### src/ppd_pkg.sv
// ----------------------------------------------------------------------------
// ppd_pkg
// Shared types and constants for the peak preserving trace decimator.
// ----------------------------------------------------------------------------
package ppd_pkg;

  localparam int unsigned DEF_CHANNELS = 16;
  localparam int unsigned DEF_COLUMNS  = 2048;

  localparam int unsigned STEP_W = 17;
  localparam int unsigned PHASE_W = 16;
  localparam int unsigned COL_OUT_W = 11;

  localparam logic [STEP_W-1:0] ONE_Q16 = 17'h10000;
  localparam logic signed [15:0] INVALID_SAMPLE = 16'sh8000;

  typedef struct packed {
    logic signed [15:0] sample;
    logic [3:0]         channel;
    logic               first_of_screen;
    logic               frame_end;
  } smp_t;

  typedef struct packed {
    logic [3:0]           out_channel;
    logic [COL_OUT_W-1:0] column;
    logic signed [15:0]   point_value;
    logic                 point_valid;
  } pt_t;

  // per-channel state word held in the state memory
  typedef struct packed {
    logic signed [15:0] ref_val;
    logic signed [15:0] run_max;
    logic signed [15:0] run_min;
    logic               seen;
  } chst_t;

endpackage

### src/ppd_smp_if.sv
// ----------------------------------------------------------------------------
// ppd_smp_if / ppd_pt_if
// Valid/ready channels for samples in and column points out.
// ----------------------------------------------------------------------------
interface ppd_smp_if;
  logic          valid;
  logic          ready;
  ppd_pkg::smp_t data;

  modport source (output valid, output data, input ready);
  modport sink   (input valid, input data, output ready);
endinterface

interface ppd_pt_if;
  logic         valid;
  logic         ready;
  ppd_pkg::pt_t data;

  modport source (output valid, output data, input ready);
  modport sink   (input valid, input data, output ready);
endinterface

### src/ppd_state_ram.sv
// ----------------------------------------------------------------------------
// ppd_state_ram
// Per-channel state memory: one read and one write port, registered read.
// Entries never written read as zero; a write to the address read in the
// same cycle is passed through to the read data.
// ----------------------------------------------------------------------------
module ppd_state_ram #(
  parameter int unsigned CHANNELS = ppd_pkg::DEF_CHANNELS,
  parameter int unsigned AW       = 4
) (
  input  logic                 clk_i,
  input  logic                 rst_ni,
  input  logic                 rd_en_i,
  input  logic [AW-1:0]        rd_addr_i,
  output ppd_pkg::chst_t       rd_data_o,
  input  logic                 wr_en_i,
  input  logic [AW-1:0]        wr_addr_i,
  input  ppd_pkg::chst_t       wr_data_i
);

  ppd_pkg::chst_t mem_q [CHANNELS];
  logic [CHANNELS-1:0] vld_q;
  ppd_pkg::chst_t rd_data_q;
  logic rd_vld_q;
  logic rd_hit;

  assign rd_hit = wr_en_i && (wr_addr_i == rd_addr_i);

  always_ff @(posedge clk_i) begin
    if (wr_en_i) begin
      mem_q[wr_addr_i] <= wr_data_i;
    end
    if (rd_en_i) begin
      rd_data_q <= rd_hit ? wr_data_i : mem_q[rd_addr_i];
    end
  end

  always_ff @(posedge clk_i or negedge rst_ni) begin
    if (!rst_ni) begin
      vld_q    <= '0;
      rd_vld_q <= 1'b0;
    end else begin
      if (wr_en_i) begin
        vld_q[wr_addr_i] <= 1'b1;
      end
      if (rd_en_i) begin
        rd_vld_q <= rd_hit || vld_q[rd_addr_i];
      end
    end
  end

  assign rd_data_o = rd_vld_q ? rd_data_q : '0;

endmodule

### src/ppd_core.sv
// ----------------------------------------------------------------------------
// ppd_core
// Update stage: merges one sample into its channel state, decides the
// column crossing, writes the state back and loads the output register.
// ----------------------------------------------------------------------------
module ppd_core #(
  parameter int unsigned CHANNELS = ppd_pkg::DEF_CHANNELS,
  parameter int unsigned COLUMNS  = ppd_pkg::DEF_COLUMNS,
  parameter int unsigned AW       = 4
) (
  input  logic                          clk_i,
  input  logic                          rst_ni,
  input  logic                          cfg_we_i,
  input  logic [ppd_pkg::STEP_W-1:0]    cfg_wdata_i,
  ppd_smp_if.sink                       smp_i,
  ppd_pt_if.source                      pt_o,
  output logic                          rd_en_o,
  output logic [AW-1:0]                 rd_addr_o,
  input  ppd_pkg::chst_t                rd_data_i,
  output logic                          wr_en_o,
  output logic [AW-1:0]                 wr_addr_o,
  output ppd_pkg::chst_t                wr_data_o
);

  localparam int unsigned CW = $clog2(COLUMNS);

  logic [ppd_pkg::STEP_W-1:0]  step_q;
  logic [ppd_pkg::PHASE_W-1:0] phase_q, phase_d;
  logic [CW-1:0]               col_q, col_d;

  logic          s1_vld_q;
  ppd_pkg::smp_t s1_q;
  logic          s1_fire, accept;

  logic          out_vld_q;
  ppd_pkg::pt_t  out_q, out_d;
  logic          emit;

  logic               in_range, ok, carry, can_adv, ok_gt, ok_lt, seen_n, pick_max;
  logic [ppd_pkg::STEP_W-1:0] sum;
  logic signed [15:0] s, mx, mn, pick;
  logic signed [16:0] up_d, dn_d;
  ppd_pkg::chst_t     st, st_n;

  assign s1_fire   = s1_vld_q && (!out_vld_q || pt_o.ready);
  assign accept    = smp_i.valid && smp_i.ready;
  assign smp_i.ready = !s1_vld_q || s1_fire;
  assign rd_en_o   = accept;
  assign rd_addr_o = AW'(smp_i.data.channel);

  assign st       = rd_data_i;
  assign s        = s1_q.sample;
  assign in_range = 32'(s1_q.channel) < CHANNELS;
  assign ok       = s != ppd_pkg::INVALID_SAMPLE;
  assign sum      = ppd_pkg::STEP_W'(phase_q) + step_q;
  assign carry    = sum[ppd_pkg::STEP_W-1];
  assign can_adv  = carry && (col_q != CW'(COLUMNS - 1));

  assign ok_gt  = ok && (s > st.run_max);
  assign ok_lt  = ok && (s < st.run_min);
  assign mx     = ok_gt ? s : st.run_max;
  assign mn     = ok_lt ? s : st.run_min;
  assign seen_n = st.seen || ok;
  assign up_d   = $signed({mx[15], mx}) - $signed({st.ref_val[15], st.ref_val});
  assign dn_d   = $signed({st.ref_val[15], st.ref_val}) - $signed({mn[15], mn});
  assign pick_max = up_d > dn_d;
  assign pick   = pick_max ? mx : mn;

  always_comb begin
    st_n    = st;
    out_d   = '0;
    emit    = 1'b0;
    phase_d = phase_q;
    col_d   = col_q;
    out_d.out_channel = s1_q.channel;
    if (s1_q.first_of_screen) begin
      st_n.ref_val = s;
      st_n.run_max = s;
      st_n.run_min = s;
      st_n.seen    = 1'b0;
      out_d.column      = '0;
      out_d.point_value = s;
      out_d.point_valid = ok;
      emit    = in_range;
      phase_d = '0;
      col_d   = '0;
    end else begin
      st_n.run_max = mx;
      st_n.run_min = mn;
      st_n.seen    = seen_n;
      out_d.column = ppd_pkg::COL_OUT_W'(col_q + CW'(1));
      if (can_adv) begin
        emit = in_range;
        st_n.seen = 1'b0;
        if (seen_n) begin
          st_n.ref_val = pick;
          st_n.run_max = pick;
          st_n.run_min = pick;
          out_d.point_value = pick;
          out_d.point_valid = 1'b1;
        end else begin
          out_d.point_value = st.ref_val;
          out_d.point_valid = 1'b0;
        end
      end
      if (s1_q.frame_end) begin
        phase_d = sum[ppd_pkg::PHASE_W-1:0];
        if (can_adv) begin
          col_d = col_q + CW'(1);
        end
      end
    end
  end

  assign wr_en_o   = s1_fire && in_range;
  assign wr_addr_o = AW'(s1_q.channel);
  assign wr_data_o = st_n;

  always_ff @(posedge clk_i) begin
    if (accept) begin
      s1_q <= smp_i.data;
    end
    if (s1_fire && emit) begin
      out_q <= out_d;
    end
  end

  always_ff @(posedge clk_i or negedge rst_ni) begin
    if (!rst_ni) begin
      step_q    <= ppd_pkg::ONE_Q16;
      phase_q   <= '0;
      col_q     <= '0;
      s1_vld_q  <= 1'b0;
      out_vld_q <= 1'b0;
    end else begin
      if (cfg_we_i) begin
        step_q <= (cfg_wdata_i > ppd_pkg::ONE_Q16) ? ppd_pkg::ONE_Q16 : cfg_wdata_i;
      end
      if (s1_fire) begin
        phase_q <= phase_d;
        col_q   <= col_d;
      end
      if (smp_i.ready) begin
        s1_vld_q <= smp_i.valid;
      end
      if (s1_fire) begin
        out_vld_q <= emit;
      end else if (pt_o.ready) begin
        out_vld_q <= 1'b0;
      end
    end
  end

  assign pt_o.valid = out_vld_q;
  assign pt_o.data  = out_q;

endmodule

### src/peak_preserving_trace_decimator.sv
// ----------------------------------------------------------------------------
// peak_preserving_trace_decimator
// Min/max decimation of a multichannel sample stream to display columns.
// ----------------------------------------------------------------------------
// Takes one channel sample per clock; backpressure on the point output
// stalls the update stage and then the sample input. Points leave from an
// output register behind the update stage. Per-channel reference, max, min
// and seen flag live in a one-read/one-write state memory with a registered
// read; the update stage writes back each sample of an in-range channel and
// a write to the channel being read in the same cycle is bypassed to the
// read data, so repeated samples of one channel need no stall. Phase, column
// and step are held in registers of the update stage.
// ----------------------------------------------------------------------------
module peak_preserving_trace_decimator #(
  parameter int unsigned CHANNELS = ppd_pkg::DEF_CHANNELS,
  parameter int unsigned COLUMNS  = ppd_pkg::DEF_COLUMNS
) (
  input  logic                       clk_i,
  input  logic                       rst_ni,
  input  logic                       cfg_we_i,
  input  logic [ppd_pkg::STEP_W-1:0] cfg_wdata_i,
  ppd_smp_if.sink                    smp_i,
  ppd_pt_if.source                   pt_o
);

  localparam int unsigned AW = (CHANNELS > 1) ? $clog2(CHANNELS) : 1;

  logic           rd_en, wr_en;
  logic [AW-1:0]  rd_addr, wr_addr;
  ppd_pkg::chst_t rd_data, wr_data;

  ppd_state_ram #(
    .CHANNELS (CHANNELS),
    .AW       (AW)
  ) u_ram (
    .clk_i     (clk_i),
    .rst_ni    (rst_ni),
    .rd_en_i   (rd_en),
    .rd_addr_i (rd_addr),
    .rd_data_o (rd_data),
    .wr_en_i   (wr_en),
    .wr_addr_i (wr_addr),
    .wr_data_i (wr_data)
  );

  ppd_core #(
    .CHANNELS (CHANNELS),
    .COLUMNS  (COLUMNS),
    .AW       (AW)
  ) u_core (
    .clk_i       (clk_i),
    .rst_ni      (rst_ni),
    .cfg_we_i    (cfg_we_i),
    .cfg_wdata_i (cfg_wdata_i),
    .smp_i       (smp_i),
    .pt_o        (pt_o),
    .rd_en_o     (rd_en),
    .rd_addr_o   (rd_addr),
    .rd_data_i   (rd_data),
    .wr_en_o     (wr_en),
    .wr_addr_o   (wr_addr),
    .wr_data_o   (wr_data)
  );

endmodule

### src/flat_wrapper.sv
// flat-port wrapper written by rule: the top's interface ports become plain ports
module peak_preserving_trace_decimator_flat 
#(
  parameter int unsigned CHANNELS = ppd_pkg::DEF_CHANNELS,
  parameter int unsigned COLUMNS  = ppd_pkg::DEF_COLUMNS
)
  (clk_i, rst_ni, cfg_we_i, cfg_wdata_i, smp_i_valid, smp_i_data, smp_i_ready, pt_o_valid, pt_o_data, pt_o_ready);
  ppd_smp_if smp_i_i ();
  ppd_pt_if pt_o_i ();
  input  logic clk_i;
  input  logic rst_ni;
  input  logic cfg_we_i;
  input  logic [ppd_pkg::STEP_W-1:0] cfg_wdata_i;
  input wire logic [$bits(smp_i_i.valid)-1:0] smp_i_valid;
  input wire logic [$bits(smp_i_i.data)-1:0] smp_i_data;
  output wire logic [$bits(smp_i_i.ready)-1:0] smp_i_ready;
  output wire logic [$bits(pt_o_i.valid)-1:0] pt_o_valid;
  output wire logic [$bits(pt_o_i.data)-1:0] pt_o_data;
  input wire logic [$bits(pt_o_i.ready)-1:0] pt_o_ready;
  assign smp_i_i.valid = smp_i_valid;
  assign smp_i_i.data = smp_i_data;
  assign smp_i_ready = smp_i_i.ready;
  assign pt_o_valid = pt_o_i.valid;
  assign pt_o_data = pt_o_i.data;
  assign pt_o_i.ready = pt_o_ready;
  peak_preserving_trace_decimator #(.CHANNELS(CHANNELS), .COLUMNS(COLUMNS)) u_core (.clk_i(clk_i), .rst_ni(rst_ni), .cfg_we_i(cfg_we_i), .cfg_wdata_i(cfg_wdata_i), .smp_i(smp_i_i), .pt_o(pt_o_i));
endmodule
### config.mk
export PLATFORM = sky130hd
export DESIGN_NAME = peak_preserving_trace_decimator_flat
export DESIGN_NICKNAME = d
export VERILOG_FILES = /design/src/ppd_pkg.sv /design/src/ppd_smp_if.sv /design/src/ppd_state_ram.sv /design/src/ppd_core.sv /design/src/peak_preserving_trace_decimator.sv /design/src/flat_wrapper.sv
export SDC_FILE = /design/constraint.sdc
export NUM_CORES = 1
export LEC_CHECK = 0
export ABC_AREA = 1
export BUFFER_PORTS_ARGS = -buffer_cell sky130_fd_sc_hd__buf_4
export CAP_MARGIN = 20
export CORE_ASPECT_RATIO = 1.25
export CORE_MARGIN = 3
export CORE_UTILIZATION = 30
export CTS_CLUSTER_DIAMETER = 40
export DETAILED_ROUTE_END_ITERATION = 10
export HOLD_SLACK_MARGIN = 0.05
export PLACE_DENSITY = 0.51
export REMOVE_ABC_BUFFERS = 1
export SLEW_MARGIN = 20
export SYNTH_ARGS = -nofsm -noshare
export SYNTH_HDL_FRONTEND = slang
export SYNTH_HIERARCHICAL = 1
export SYNTH_SLANG_ARGS = --single-unit
### constraint.sdc
create_clock -name clk_i -period 18.5 [get_ports clk_i]
set_input_delay 3.7 -clock clk_i [delete_from_list [all_inputs] [get_ports clk_i]]
set_output_delay 3.7 -clock clk_i [all_outputs]
set_load 0.03 [all_outputs]
==> results of run 1 <==
==> layer usage <==
metal	global-route usage	wire [µm]	share of wire	vias up
met5	0	0	0	-
met4	0.0506	2850	0.022	0
met3	0.0250	6590	0.050	191
met2	0.292	63700	0.49	838
met1	0.226	57400	0.44	15093
li1	-	-	-	14639
==> area by class of cell <==
cell class	instances	area [µm²]	area share
flip-flops and latches	950	28200	0.560
clock buffers	151	3450	0.0684
multi-input cells	2858	13500	0.268
well taps	1896	2370	0.0471
clock inverters	90	931	0.0185
inverters	248	951	0.0189
repair buffers	126	985	0.0195
==> synthesized netlist by cell type, drive strengths merged (2+ instances only) <==
cell type / number / area, µm²
inv: 243 / 912
o21ai: 99 / 567
a31oi: 6 / 37.5
a21o: 6 / 45.0
a22o: 2 / 17.5
edfxtp: 887 / 26600
or2: 20 / 125
dfrtp: 62 / 1550
a32o: 5 / 50.1
ha: 97 / 1210
fa: 3 / 60.1
o21a: 3 / 22.5
nor3: 19 / 110
nand4: 10 / 62.6
nor4: 2 / 12.5
nand3: 707 / 3560
a21boi: 2 / 15.0
xnor2: 15 / 131
nand2: 1674 / 6310
o21bai: 5 / 37.5
buf: 179 / 1070
clkbuf: 41 / 154
o31ai: 5 / 37.5
a21oi: 86 / 445
nor2: 67 / 269
clkinv: 5 / 18.8
xor2: 16 / 140
==> power by group through the flow <==
stage                     clock network [µW]  logic, µW  registers [µW]
after floorplan                            0       1130            2850
after global placement                     0       1740            2850
after detailed placement                   0       1750            2850
after CTS                               2560       1760            2810
after global routing                    2640       1970            2820
final                                   2500       1760            2810
==> flip-flops by register name, summed over array words and instances, names as in the netlist <==
register                  flops
u_core/u_ram/mem_q          784
u_core/u_ram/rd_data_q       49
u_core/u_core/pt_o.data      32
u_core/u_core/step_q         17
u_core/u_core/phase_q        16
u_core/u_core/s              16
u_core/u_ram/vld_q           16
u_core/u_core/col_q          11
u_core/u_core/wr_addr_o       4
u_core/u_core/s1_q            2
u_core/u_core/pt_o.valid      1
u_core/u_core/s1_vld_q        1
u_core/u_ram/rd_vld_q         1
==> stage by stage <==
step	hold WS (ps)	setup WS (ps)	cell area, µm²
after floorplan	428	9610	42500
after global placement	439	10260	46000
after detailed placement	445	10150	46000
after CTS	456	10060	50400
after global routing	466	9080	50400
final	454	9870	50400
==> worst max-delay path by stage <==
stage	startpoint	to	slack, ps	depth (start not counted)
final	u_core/u_ram/rd_vld_q	u_core/u_ram/rd_data_q[45]	9870	37
after global routing	u_core/u_ram/rd_vld_q	u_core/u_ram/rd_data_q[44]	9080	37
after CTS	u_core/u_ram/rd_vld_q	u_core/u_ram/rd_data_q[44]	10060	37
after detailed placement	u_core/u_ram/rd_vld_q	u_core/u_ram/rd_data_q[48]	10150	39
after global placement	u_core/u_ram/rd_vld_q	u_core/u_ram/rd_data_q[47]	10260	37
after floorplan	smp_i_data[2]	u_core/u_ram/rd_data_q[0]	9610	8
==> cells in the final DEF, fill, tap and decap left out, types with 6 or more instances in the layout <==
cell / count
xnor2_1: 15
inv_2: 10
o21ai_0: 64
edfxtp_1: 887
nand2_1: 1665
clkbuf_1: 15
buf_4: 122
a31oi_1: 6
o21ai_2: 19
a21oi_1: 84
nor3_1: 16
clkinv_4: 6
clkinvlp_4: 6
nor2_4: 18
nor2_1: 48
a21o_1: 6
nand3_1: 703
clkinv_2: 21
nand2_2: 8
xor2_1: 16
clkinv_1: 20
dfrtp_1: 61
ha_1: 97
nand4_1: 10
o21ai_1: 16
bufinv_16: 12
or2_0: 10
inv_1: 230
clkbuf_16: 135
inv_6: 19
==> logic make-up (layout without fill, tap and decap cells) <==
| group | count (synthesis) | count (layout) | share of synthesized area |
|---|---|---|---|
| compound gates | 226 | 226 | 0.0311 |
| xor+xnor | 31 | 31 | 0.00621 |
| fa+ha+maj | 100 | 100 | 0.0291 |
| buf+inv | 468 | 615 | 0.0494 |
| flops | 950 | 950 | 0.645 |
| simple gates | 2501 | 2501 | 0.239 |
==> worst max-delay path, delay by kind of cell (launching register included) <==
family / cells / cell delay [ps]
xor+xnor: 1 / 150
compound gates: 9 / 2090
fa+ha+maj: 3 / 1010
flops: 1 / 340
simple gates: 20 / 3230
buf+inv: 4 / 1510
==> flow_summary_export.csv, run 1 <==
group,metric,value,unit
status,status,"completed",
cts,cts.sinks,950,
critical_path,slowest_delay,780,ps
floorplanning,io_pins,78,
timing,setup_viol,0,
power_and_ir_drop,p_int,4750,µW
hold_path,hp-start,"u_core/u_ram/vld_q[0]",
timing,rsz0062_at_grt,"no",
synth,synth_seq_cells,950,
timing,slew_headroom,0.217,
synth,ys.flop_type,"edfxtp_1",
route,drc_errors,0,
grt,antenna_found_initial,3,
final_layout,diodes,0,
grt,grt_pass1_vias,29624,
timing,tightest_slew,1170,ps
timing,worst_clock_skew,44.3,ps
final_layout,syn_to_final_growth,15.2,%
final_layout,nets,4458,
critical_path,cp.arrival,9120,ps
timing,hold_viol,0,
grt,grt_usage,0.171,
place,dp.cells,6078,
critical_path,timing.critical_path.mode_cell,"nand2_1",
cts,hold_buffers,0,
grt,grt_start_max_net_pins,196,
floorplanning,die_area,150000,µm²
power_and_ir_drop,power.switching,2320,µW
grt,grt_first_pass_wirelength,193000,µm
critical_path,start_kind,"flip-flop",
critical_path,cp_max_fo,50,
place,dp_hpwl,71200,µm
final_layout,final_util,0.348,
final_layout,instances_no_fill,6319,
critical_path,reg2reg_slack,9870,ps
timing,setup_tns,0,ps
power_and_ir_drop,p_leak,0.0203,µW
route,wl,131000,µm
floorplanning,die_h,433,µm
power_and_ir_drop,ir_worst_vdd,0.0902,mV
place,port_buffers,77,
cts,post_cts_resized,0,
power_and_ir_drop,p_sw_frac,0.328,
floorplanning,initial_utilization,0.302,
power_and_ir_drop,combinationalPowerShare,0.249,
cts,htreeDepth,4,
hold_path,hold_class,"reg -> reg",
route,ant_nets,0,
cts,cts_setup_buffers,0,
critical_path,criticalPathCategory,"reg -> reg",
cts,cts_tree,"done",
floorplanning,fp.dieW,348,µm
critical_path,critPathRequiredTime,18990,ps
synth,synth-edff-count,887,
timing,slew_viol_final,0,
timing,fin_crit,8630,ps
cts,clockRootBuffer,"clkbuf_16",
critical_path,r2r_cells,37,
floorplanning,coreArea,145000,µm²
hold_path,hold_end,"u_core/u_ram/vld_q[0]",
route,drt_iter0_drc,2394,
cts,clk_latency,760,ps
synth,syn_area,43700,µm²
critical_path,endpoint_kind,"flip-flop",
synth,yosysSeqAreaShare,0.645,
final_layout,drive_above_1_share,0.0941,
critical_path,rr_startpoint,"u_core/u_ram/rd_vld_q",
cts,clk_pin_slew,60,ps
place,gp_congestion,0.903,
power_and_ir_drop,p_clk_frac,0.354,
synth,syn_inst,4276,
power_and_ir_drop,pwr-share-seq,0.397,
cts,cts_max_path_buffers,3,
grt,grt.overflow.total,0,
power_and_ir_drop,power_density,140,nW/µm²
final_layout,fillers,14491,
timing,period_share,0.466,
cts,cts_buffers,130,
floorplanning,rows,156,
route,dr_total_vias,30761,
critical_path,r2r-end,"u_core/u_ram/rd_data_q[45]",
timing,fmax,116,MHz
hold_path,whs_path_depth,2,
power_and_ir_drop,p_total,7070,µW
synth,yosysWarnings,6,
route,post_drt_via_cell_ratio,4.87,
route,routedWlPerCell,20.7,µm
synth,async_reset_ff_frac,0.0663,
synth,synth.avg_cell_area,10.2,µm²
flow_run,cap_violations,0,
synth,synth.distinct_cells,54,
critical_path,cp_slowest_cell,"inv_1",
route,firstDrtPassIters,5,
Note: power is estimated with default switching activity, not from simulation.
==> run 2: changes to the inputs <==
Clock period 18.5 ns to 8.2 ns, I/O delays scaled along.
==> run 2 against run 1 <==
Compared with the run above: critical endpoint is now u_core/u_ram/rd_data_q[38]; largest power group unchanged; first-iteration DRC count increased by 7.5%; wire length decreased by 1.0%; sequential cell count unchanged; clock power increased by 110%; worst setup slack got worse by 9300 ps.
==> flow_summary_export.csv, run 2 (synthesis results as in run 1) <==
group,metric,value,unit
timing,worst_clock_skew,26.8,ps
route,firstDrtPassIters,7,
power_and_ir_drop,p_total,15700,µW
place,dp_hpwl,72300,µm
place,gp_congestion,0.942,
power_and_ir_drop,power_density,312,nW/µm²
floorplanning,fp.dieW,348,µm
final_layout,largest_reg_flops,784,
grt,grt_first_pass_wirelength,191000,µm
grt,grt_usage,0.169,
critical_path,start_kind,"flip-flop",
grt,grt_pass1_vias,29405,
critical_path,cp_top_family,"simple AND/OR/NAND/NOR gates",
timing,setup_ws,615,ps
power_and_ir_drop,p_leak,0.0202,µW
place,place_ws,232,ps
timing,tightest_slew,1150,ps
floorplanning,rows,156,
hold_path,hold_class,"reg -> reg",
cts,htreeDepth,3,
power_and_ir_drop,p_int,10500,µW
route,ant_nets,0,
route,drt_iter0_drc,2573,
power_and_ir_drop,pwr-share-seq,0.404,
route,routedWlPerCell,20.5,µm
floorplanning,initial_utilization,0.302,
timing,slew_headroom,0.230,
final_layout,drive_above_1_share,0.0959,
critical_path,rr_startpoint,"u_core/u_ram/rd_vld_q",
final_layout,mostFrequentLayoutCells,"nand2_1 (1663), edfxtp_1 (887), nand3_1 (699)",
floorplanning,die_area,150000,µm²
cts,cts_buffers,115,
final_layout,top_register,"u_core/u_ram/mem_q",
final_layout,fillers,14443,
route,dr_total_vias,30474,
critical_path,slowest_delay,690,ps
final_layout,nets,4462,
floorplanning,die_h,433,µm
grt,grt_start_max_net_pins,147,
timing,hold_ws,459,ps
power_and_ir_drop,ir_worst_vdd,0.257,mV
critical_path,critPathRequiredTime,8660,ps
timing,rsz0062_at_grt,"no",
timing,fin_crit,7590,ps
final_layout,layout_commonest_cell,"nand2_1",
route,post_drt_via_cell_ratio,4.83,
critical_path,crit_buf_inv,4,
critical_path,cp_max_fo,32,
power_and_ir_drop,power.switching,5140,µW
final_layout,diodes,0,
cts,clk_latency,730,ps
power_and_ir_drop,p_sw_frac,0.328,
place,port_buffers,77,
critical_path,timing.critical_path.mode_cell,"nand2_1",
status,status,"completed",
route,drc_errors,0,
timing,hold_viol,0,
final_layout,syn_to_final_growth,14.8,%
grt,grt.overflow.total,0,
power_and_ir_drop,combinationalPowerShare,0.262,
cts,cts_tree,"done",
critical_path,endpoint_kind,"flip-flop",
route,wl,129000,µm
cts,cts.sinks,950,
hold_path,hp-start,"u_core/u_ram/vld_q[10]",
cts,cts_max_path_buffers,3,
timing,slew_viol_final,0,
grt,antenna_found_initial,0,
critical_path,reg2reg_slack,610,ps
power_and_ir_drop,p_clk_frac,0.334,
critical_path,criticalPathCategory,"reg -> reg",
timing,setup_tns,0,ps
floorplanning,io_pins,78,
cts,clk_pin_slew,60,ps
timing,setup_viol,0,
flow_run,cap_violations,0,
timing,fmax,132,MHz
cts,hold_buffers,0,
critical_path,r2r_cells,39,
timing,period_share,0.925,
critical_path,cp_slowest_cell,"dfrtp_4",
hold_path,whs_path_depth,2,
critical_path,cp.arrival,8050,ps
hold_path,hold_end,"u_core/u_ram/vld_q[10]",
cts,clockRootBuffer,"clkbuf_16",
critical_path,r2r-end,"u_core/u_ram/rd_data_q[38]",
floorplanning,coreArea,145000,µm²
[run 2: changes by cell type in the layout (fill, tap and decap cells not counted), sizes merged]
cell | previous run | this run
clkinvlp | 6 | 14
clkbuf | 152 | 127
buf | 125 | 144
inv | 268 | 258
clkinv | 52 | 44
bufinv | 12 | 17
[run 2: metrics by stage]
step	std cells	cell area (µm²)	utilization
floorplan	4056	42500	-
global placement	6091	46100	0.318
detailed placement	6093	46200	0.319
CTS	6304	50100	0.346
global route	6308	50200	0.347
finish	6308	50200	0.347
[run 2: power groups by stage]
stage | Sequential (µW) | Combinational (µW) | Clock (µW)
5_1_grt | 6350 | 4600 | 5550
2_1_floorplan | 6440 | 2560 | 0
3_5_place_dp | 6430 | 4010 | 0
3_3_place_gp | 6430 | 4000 | 0
4_1_cts | 6340 | 4030 | 5350
6_report | 6330 | 4110 | 5240
[run 2: area by class of cell]
cell class	instances	area (µm²)	share of cell area
Sequential cell	950	28200	0.562
Timing Repair Buffer	145	1170	0.0233
Multi-Input combinational cell	2858	13500	0.270
Clock inverter	85	1000	0.0199
Tap cell	1896	2370	0.0473
Inverter	248	955	0.0190
Clock buffer	126	2960	0.0590
[run 2: worst min-delay path, delay by kind of cell, from the launching register on]
kind / cells / cell delay, ps
DFF: 1 / 320
buffers and inverters: 1 / 40
AOI/OAI and AO/OA: 1 / 60
[run 2: per-layer routing]
metal / wire, µm / vias up / GRT usage
li1: - / 14635 / -
met1: 55800 / 14863 / 0.218
met2: 63900 / 785 / 0.294
met3: 6440 / 191 / 0.0242
met4: 3110 / 0 / 0.0487
met5: 0 / - / 0
[run 2: worst max-delay path by stage]
| stage | from | to | cells past startpoint |
|---|---|---|---|
| floorplan | smp_i_data[2] | u_core/u_ram/rd_data_q[0] | 8 |
| finish | u_core/u_ram/rd_vld_q | u_core/u_ram/rd_data_q[38] | 39 |
| detailed placement | u_core/u_ram/rd_vld_q | u_core/u_ram/rd_data_q[43] | 39 |
| CTS | u_core/u_ram/rd_vld_q | u_core/u_ram/rd_data_q[38] | 39 |
| global placement | u_core/u_ram/rd_vld_q | u_core/u_ram/rd_data_q[38] | 39 |
| global route | u_core/u_ram/rd_vld_q | u_core/u_ram/rd_data_q[45] | 39 |
[run 2: repair_timing]
action | 4_1_cts | 5_1_grt
endpoints found under the hold margin | 0 | 0
buffers inserted | 0 | 3
resized for setup | 0 | 8
setup endpoints to repair | 0 | 800
